--- src/rtl/core/imu_fa_pkg.sv ---
`default_nettype none

package imu_fa_pkg;

   localparam int unsigned NormalLen = 19;
   localparam int unsigned ExtLen    = 23;
   localparam int unsigned FrameLen  = 3 * NormalLen + ExtLen;

   localparam int unsigned PosW = 7;

   localparam logic [PosW-1:0] SUB1_START = PosW'(NormalLen);
   localparam logic [PosW-1:0] SUB2_START = PosW'(2 * NormalLen);
   localparam logic [PosW-1:0] SUB3_START = PosW'(3 * NormalLen);
   localparam logic [PosW-1:0] FRAME_END  = PosW'(FrameLen);
   localparam logic [PosW-1:0] LEN_NORMAL = PosW'(NormalLen);
   localparam logic [PosW-1:0] LEN_EXT    = PosW'(ExtLen);
   localparam logic [PosW-1:0] REG_ID_OFS = PosW'(3);

   localparam logic [7:0] HEADER_RESET = 8'd85;
   localparam logic [7:0] TAIL_RESET   = 8'd170;

   localparam logic [7:0] REG_ID_SUB0 = 8'd1;
   localparam logic [7:0] REG_ID_SUB1 = 8'd2;
   localparam logic [7:0] REG_ID_SUB2 = 8'd3;
   localparam logic [7:0] REG_ID_SUB3 = 8'd4;

   typedef enum logic {
      CSR_HEADER = 1'b0,
      CSR_TAIL   = 1'b1
   } csr_index_type;

   typedef struct packed {
      logic            kept;
      logic [PosW-1:0] position;
      logic [7:0]      byte_out;
      logic            frame_done;
      logic            frame_dropped;
   } result_type;

endpackage

`default_nettype wire

--- src/rtl/core/imu_fa_in_stage.sv ---
`default_nettype none

module imu_fa_in_stage (
   input  wire logic       clock,
   input  wire logic       reset,
   input  wire logic       req_valid,
   output logic            req_stall,
   input  wire logic [7:0] req_rx_byte,
   input  wire logic       out_ready,
   output logic            s0_valid,
   output logic [7:0]      s0_byte
);

   logic       valid_ff, valid_in;
   logic [7:0] byte_ff;
   logic       load;

   // stage drains whenever the result side can take its item
   assign req_stall = valid_ff & ~out_ready;
   assign load      = req_valid & ~req_stall;
   assign valid_in  = req_stall ? valid_ff : req_valid;

   always_ff @(posedge clock) begin
      if (reset) begin
         valid_ff <= 1'b0;
      end else begin
         valid_ff <= valid_in;
      end
   end

   always_ff @(posedge clock) begin
      if (load) begin
         byte_ff <= req_rx_byte;
      end
   end

   assign s0_valid = valid_ff;
   assign s0_byte  = byte_ff;

endmodule

`default_nettype wire

--- src/rtl/core/imu_fa_assemble.sv ---
`default_nettype none

module imu_fa_assemble (
   input  wire logic                      clock,
   input  wire logic                      reset,
   input  wire logic                      step,
   input  wire logic [7:0]                rx_byte,
   input  wire logic [7:0]                header_value,
   input  wire logic [7:0]                tail_value,
   output imu_fa_pkg::result_type         result
);

   logic [imu_fa_pkg::PosW-1:0] fill_ff, fill_in;
   logic                        swh_ff, swh_in;
   logic                        rim_ff, rim_in;

   logic                        is_hdr;
   logic [imu_fa_pkg::PosW-1:0] sub_start, sub_len, sub_end, fill_next;
   logic [7:0]                  reg_id;
   logic                        ok;

   assign is_hdr = (rx_byte == header_value);

   always_comb begin
      if (fill_ff < imu_fa_pkg::SUB1_START) begin
         sub_start = '0;
         sub_len   = imu_fa_pkg::LEN_NORMAL;
         reg_id    = imu_fa_pkg::REG_ID_SUB0;
      end else if (fill_ff < imu_fa_pkg::SUB2_START) begin
         sub_start = imu_fa_pkg::SUB1_START;
         sub_len   = imu_fa_pkg::LEN_NORMAL;
         reg_id    = imu_fa_pkg::REG_ID_SUB1;
      end else if (fill_ff < imu_fa_pkg::SUB3_START) begin
         sub_start = imu_fa_pkg::SUB2_START;
         sub_len   = imu_fa_pkg::LEN_NORMAL;
         reg_id    = imu_fa_pkg::REG_ID_SUB2;
      end else begin
         sub_start = imu_fa_pkg::SUB3_START;
         sub_len   = imu_fa_pkg::LEN_EXT;
         reg_id    = imu_fa_pkg::REG_ID_SUB3;
      end
   end

   assign sub_end   = sub_start + sub_len;
   assign fill_next = fill_ff + imu_fa_pkg::PosW'(1);

   always_comb begin
      fill_in = fill_ff;
      swh_in  = swh_ff;
      rim_in  = rim_ff;
      ok      = 1'b0;
      result  = '0;
      result.byte_out = rx_byte;

      if (fill_ff != '0 || is_hdr) begin
         if (fill_ff == sub_start) begin
            swh_in = is_hdr;
            rim_in = 1'b0;
         end
         if (fill_ff == sub_start + imu_fa_pkg::REG_ID_OFS) begin
            rim_in = (rx_byte == reg_id);
         end
         result.kept     = 1'b1;
         result.position = fill_ff;
         fill_in         = fill_next;

         if (fill_next == sub_end) begin
            ok = swh_in & rim_in & (rx_byte == tail_value);
            if (!ok) begin
               // failed check: a header byte restarts the frame at offset 0
               result.frame_dropped = 1'b1;
               result.position      = '0;
               rim_in               = 1'b0;
               result.kept          = is_hdr;
               swh_in               = is_hdr;
               fill_in              = is_hdr ? imu_fa_pkg::PosW'(1) : '0;
            end else if (fill_next == imu_fa_pkg::FRAME_END) begin
               result.frame_done = 1'b1;
               fill_in           = '0;
               swh_in            = 1'b0;
               rim_in            = 1'b0;
            end
         end
      end
   end

   always_ff @(posedge clock) begin
      if (reset) begin
         fill_ff <= '0;
         swh_ff  <= 1'b0;
         rim_ff  <= 1'b0;
      end else if (step) begin
         fill_ff <= fill_in;
         swh_ff  <= swh_in;
         rim_ff  <= rim_in;
      end
   end

endmodule

`default_nettype wire

--- src/rtl/core/imu_frame_assembler_core.sv ---
// Path: a byte taken on a req transfer loads the input register and then the
// result register, where rsp_valid rises. Throughput: one byte per cycle
// unless rsp_stall holds a result; the assembly state updates in one pass.
// Reset (synchronous, active high): pipeline empty, assembler idle,
// header_value = 85, tail_value = 170.
`default_nettype none

module imu_frame_assembler_core (
   input  wire logic       clock,
   input  wire logic       reset,
   input  wire logic       req_valid,
   output logic            req_stall,
   input  wire logic [7:0] req_rx_byte,
   output logic            rsp_valid,
   input  wire logic       rsp_stall,
   output logic            rsp_kept,
   output logic [6:0]      rsp_position,
   output logic [7:0]      rsp_byte_out,
   output logic            rsp_frame_done,
   output logic            rsp_frame_dropped,
   input  wire logic       csr_write,
   input  wire logic       csr_index,
   input  wire logic [7:0] csr_wdata
);

   logic [7:0]             header_ff, tail_ff;
   logic                   out_valid_ff, out_valid_in;
   imu_fa_pkg::result_type out_ff, step_result;
   logic                   out_ready;
   logic                   s0_valid;
   logic [7:0]             s0_byte;
   logic                   step;

   always_ff @(posedge clock) begin
      if (reset) begin
         header_ff <= imu_fa_pkg::HEADER_RESET;
         tail_ff   <= imu_fa_pkg::TAIL_RESET;
      end else if (csr_write) begin
         case (imu_fa_pkg::csr_index_type'(csr_index))
            imu_fa_pkg::CSR_HEADER: header_ff <= csr_wdata;
            imu_fa_pkg::CSR_TAIL:   tail_ff   <= csr_wdata;
            default: ;
         endcase
      end
   end

   assign out_ready = ~out_valid_ff | ~rsp_stall;
   assign step      = s0_valid & out_ready;

   imu_fa_in_stage u_in_stage (
      .clock       (clock),
      .reset       (reset),
      .req_valid   (req_valid),
      .req_stall   (req_stall),
      .req_rx_byte (req_rx_byte),
      .out_ready   (out_ready),
      .s0_valid    (s0_valid),
      .s0_byte     (s0_byte)
   );

   imu_fa_assemble u_assemble (
      .clock        (clock),
      .reset        (reset),
      .step         (step),
      .rx_byte      (s0_byte),
      .header_value (header_ff),
      .tail_value   (tail_ff),
      .result       (step_result)
   );

   assign out_valid_in = out_ready ? s0_valid : out_valid_ff;

   always_ff @(posedge clock) begin
      if (reset) begin
         out_valid_ff <= 1'b0;
      end else begin
         out_valid_ff <= out_valid_in;
      end
   end

   always_ff @(posedge clock) begin
      if (step) begin
         out_ff <= step_result;
      end
   end

   assign rsp_valid         = out_valid_ff;
   assign rsp_kept          = out_ff.kept;
   assign rsp_position      = out_ff.position;
   assign rsp_byte_out      = out_ff.byte_out;
   assign rsp_frame_done    = out_ff.frame_done;
   assign rsp_frame_dropped = out_ff.frame_dropped;

   a_done_xor_drop: assert property (@(posedge clock) disable iff (reset)
      rsp_valid |-> !(rsp_frame_done && rsp_frame_dropped))
      else $error("frame done and dropped on the same byte");

   a_unkept_pos: assert property (@(posedge clock) disable iff (reset)
      (rsp_valid && !rsp_kept) |-> (rsp_position == '0))
      else $error("position set on a byte that was not kept");

   a_done_last: assert property (@(posedge clock) disable iff (reset)
      (rsp_valid && rsp_frame_done) |->
         (rsp_kept && rsp_position == imu_fa_pkg::FRAME_END - imu_fa_pkg::PosW'(1)))
      else $error("frame done away from the last frame offset");

   a_no_step_stall: assert property (@(posedge clock) disable iff (reset)
      (rsp_valid && rsp_stall) |=> ($stable(rsp_position) && $stable(rsp_kept)))
      else $error("result changed while held by the receiver");

endmodule

`default_nettype wire
--- config.mk ---
export PLATFORM = sky130hd
export DESIGN_NAME = imu_frame_assembler_core
export DESIGN_NICKNAME = d
export VERILOG_FILES = /design/src/rtl/core/imu_fa_pkg.sv /design/src/rtl/core/imu_fa_in_stage.sv /design/src/rtl/core/imu_fa_assemble.sv /design/src/rtl/core/imu_frame_assembler_core.sv
export SDC_FILE = /design/constraint.sdc
export NUM_CORES = 1
export LEC_CHECK = 0
export BUFFER_PORTS_ARGS = -buffer_cell sky130_fd_sc_hd__buf_2
export CAP_MARGIN = 20
export CORE_MARGIN = 2
export CORE_UTILIZATION = 55
export DETAILED_ROUTE_END_ITERATION = 8
export HOLD_SLACK_MARGIN = 0.15
export PLACE_DENSITY = 0.77
export SYNTH_ARGS = -nofsm -noshare
export SYNTH_HDL_FRONTEND = slang
export SYNTH_SLANG_ARGS = --single-unit
export TNS_END_PERCENT = 1
--- constraint.sdc ---
create_clock -name clock -period 9.5 [get_ports clock]
set_input_delay 0.475 -clock clock [delete_from_list [all_inputs] [get_ports clock]]
set_output_delay 0.475 -clock clock [all_outputs]
set_load 0.02 [all_outputs]
==> out/results.txt <==
Starting Density: 57.0%
Clk pin slew, worst setup/hold paths: 0.11 ns
area delta synth->final: 11.2%
Net Count, Synth: 328
ratio of cells with drive above 1 in the final layout: 17.5%
R2R depth: 12
routed len/inst: 15.2 um
Slowest-stage cell, CP: dfxtp_1
initial antenna violation count: 0
register bit total from synthesis: 53
period utilization: 41.7%
number of DRC markers in iteration 0: 163
Post-DP HPWL: 4460 um
clk_skew: 0.0149 ns
CTS H-tree depth: 2
cts hold-fix bufs: 0
Synthesis Warnings: 0
Hold Crit Class: in -> reg
io pins: 42
outcome: completed
post-layout min period: 3.96 ns
post-cts sizing count: 0
WP data arrival: 4.21 ns
max incr delay on CP: 0.71 ns
Setup TNS Final: 0 ns
setup bufs post-CTS: 0
clk sinks: 53
maximum vdd drop: 0.000143 V
Setup-failing EPs final: 0
chip width: 76.5 um
critical path, cell by cell: and3b_1 > a211oi_1 > a31oi_1 > ha_1 > xnor2_1 > nor4b_1 > mux2i_1 > or3_4 > a2111oi_4 > o21ai_2 > o21ai_1 > a311o_1
Max clock buf depth: 2
max-slew violation count: 0
mapped cell area: 0.00289 sq mm
clock root buffer: clkbuf_8
Buf/Inv on CP: 0
Mapped Cells: 301
cell depth of the worst setup path: 12
vias in the first global route: 2113
DRT Wirelength: 6110 um
final cell count without fillers: 402
Crit Path Max Fanout: 18
hold_ws: 0.340 ns
Leakage: 1.23 nW
fin util: 63.3%
EDFF count, synth: 26
global route overflow: 0
Post-route DRC: 0
total track usage: 21.3%
pin count of the biggest net entering global routing: 27
Rel. slew slack: 54.4%
Max Cap Violations: 0
DIE AREA: 0.00585 sq mm
RSZ-0062 raised after global routing: false
critical path class: reg -> reg
delay-heaviest family, CP: compound AO/OA/AOI/OAI gates
CP Data Required Time: 9.75 ns
gp weighted congestion: 0.976
hold path depth: 1
first-pass GRT wire length: 10100 um
layout net count: 358
CTS buffer count: 5
Cell variety after synth: 52
Pre-antenna DRT Iters: 4
post-DR vias/cell: 5.81
die span in y: 76.5 um
placed insts: 394
port bufs: 41
top_reg_cell synth: dfxtp_1
Seq/Total Area, Yosys: 45.7%
worst slew pin tran: 0.682 ns
synthesized area per cell: 9.60 sq um
core area: 0.00507 sq mm
latest clock arrival within the worst-skew pair: 0.31 ns
Fmax: 253 MHz
antenna-violating nets left: 0
ant diodes: 0
Core Rows: 26
asr flop ratio synth: 0%
Startpoint Class: flop
Vias: 2335
CTS tree: built
Final Hold Viols: 0
CP Capture Type: flop
PD cells: 133 mW/mm^2
-- power breakdown --
group	switching (mW)	internal (mW)	total (mW)
clock	0.0806	0.0551	0.136
combinational	0.0204	0.0145	0.0349
sequential	0.00737	0.250	0.257
-- metal layers --
layer | part of all wire, % | vias up | global-route usage (%)
met5 | 0 | - | 0
met2 | 50 | 63 | 36.5
met4 | 2.1 | 0 | 7.64
met3 | 4.9 | 11 | 3.67
li1 | - | 1151 | -
met1 | 43 | 1110 | 27.1
-- kinds of logic after synthesis --
group           synth area share [%]
buf+inv                         3.77
xor+xnor                        8.79
flops                           45.7
simple gates                    22.4
mux                            0.693
fa+ha+maj                       2.16
compound gates                  16.5
-- flip-flops by register name, indices dropped and copies added (netlist names) --
signal and cells:
header_ff 8, rsp_position 7, u_assemble.swh_ff 1, u_in_stage.s0_byte 8, rsp_valid 1, rsp_frame_done 1
rsp_frame_dropped 1, u_assemble.fill_ff 7, tail_ff 8, rsp_kept 1, u_assemble.rim_ff 1, u_in_stage.s0_valid 1
rsp_byte_out 8
-- cell usage in the layout (no fill, tap or decap), types with 3 or more instances in the layout --
cell type,count
buf_2,41
nand2_1,40
dfxtp_1,27
edfxtp_1,26
a21oi_1,19
nor2_1,17
xnor2_1,15
xor2_1,14
o21ai_0,9
and3_1,8
nand3_1,8
a211o_1,7
and2_1,6
inv_1,6
nor2b_1,6
nor3b_1,6
nand3b_1,6
nor3_1,5
ha_1,5
clkbuf_8,5
a211oi_1,4
a31oi_1,4
nor4_1,4
nor4b_1,3
-- cell type report --
| class | instances | area, sq um |
|---|---|---|
| fillers | 430 | 1860 |
| multi-input cells | 222 | 1460 |
| flip-flops and latches | 53 | 1320 |
| repair buffers | 42 | 213 |
| well taps | 70 | 87.6 |
| clock buffers | 5 | 68.8 |
| clock inverters | 3 | 33.8 |
| inverters | 7 | 26.3 |
-- per-stage QoR --
step / total power, mW / setup WS [ns] / area (sq um)
after floorplan: 0.283 / 6.08 / 2890
after global placement: 0.296 / 5.69 / 3110
after detailed placement: 0.298 / 5.60 / 3110
after CTS: 0.430 / 5.58 / 3210
after global routing: 0.443 / 5.25 / 3210
final: 0.428 / 5.54 / 3210
-- cell usage after synthesis, types with 3 or more instances --
master / instances / area share, %
a211o_1: 7 / 2.1
a31oi_1: 4 / 0.87
edfxtp_1: 26 / 27
xnor2_1: 15 / 4.5
buf_1: 3 / 0.39
xor2_1: 14 / 4.2
nor3b_1: 6 / 1.6
ha_1: 5 / 2.2
buf_2: 3 / 0.52
o21ai_0: 9 / 1.6
clkbuf_1: 12 / 1.6
and3_1: 8 / 1.7
inv_1: 6 / 0.78
nor3_1: 5 / 0.87
a211oi_1: 4 / 1.0
nand3_1: 8 / 1.4
nor2_1: 17 / 2.2
dfxtp_1: 27 / 19
nor4b_1: 3 / 0.91
and2_1: 6 / 1.3
nor2b_1: 6 / 1.3
nand2_1: 40 / 5.2
a21oi_1: 19 / 3.3
nor4_1: 4 / 0.87
nand3b_1: 6 / 1.6
-- path summary, 6_finish.rpt --
kind                                            from                                  to  slack [ns]
setup / recovery  u_assemble.fill_ff[1]$_SDFFE_PP0P_  u_assemble.fill_ff[4]$_SDFFE_PP0P_        5.54
hold / removal                        req_rx_byte[3]     u_in_stage.s0_byte[3]$_DFFE_PP_        0.34
setup reg to reg  u_assemble.fill_ff[1]$_SDFFE_PP0P_  u_assemble.fill_ff[4]$_SDFFE_PP0P_        5.54
hold reg to reg              tail_ff[2]$_SDFFE_PP0P_             tail_ff[2]$_SDFFE_PP0P_        0.48
Power figures use the tool's default switching activity.
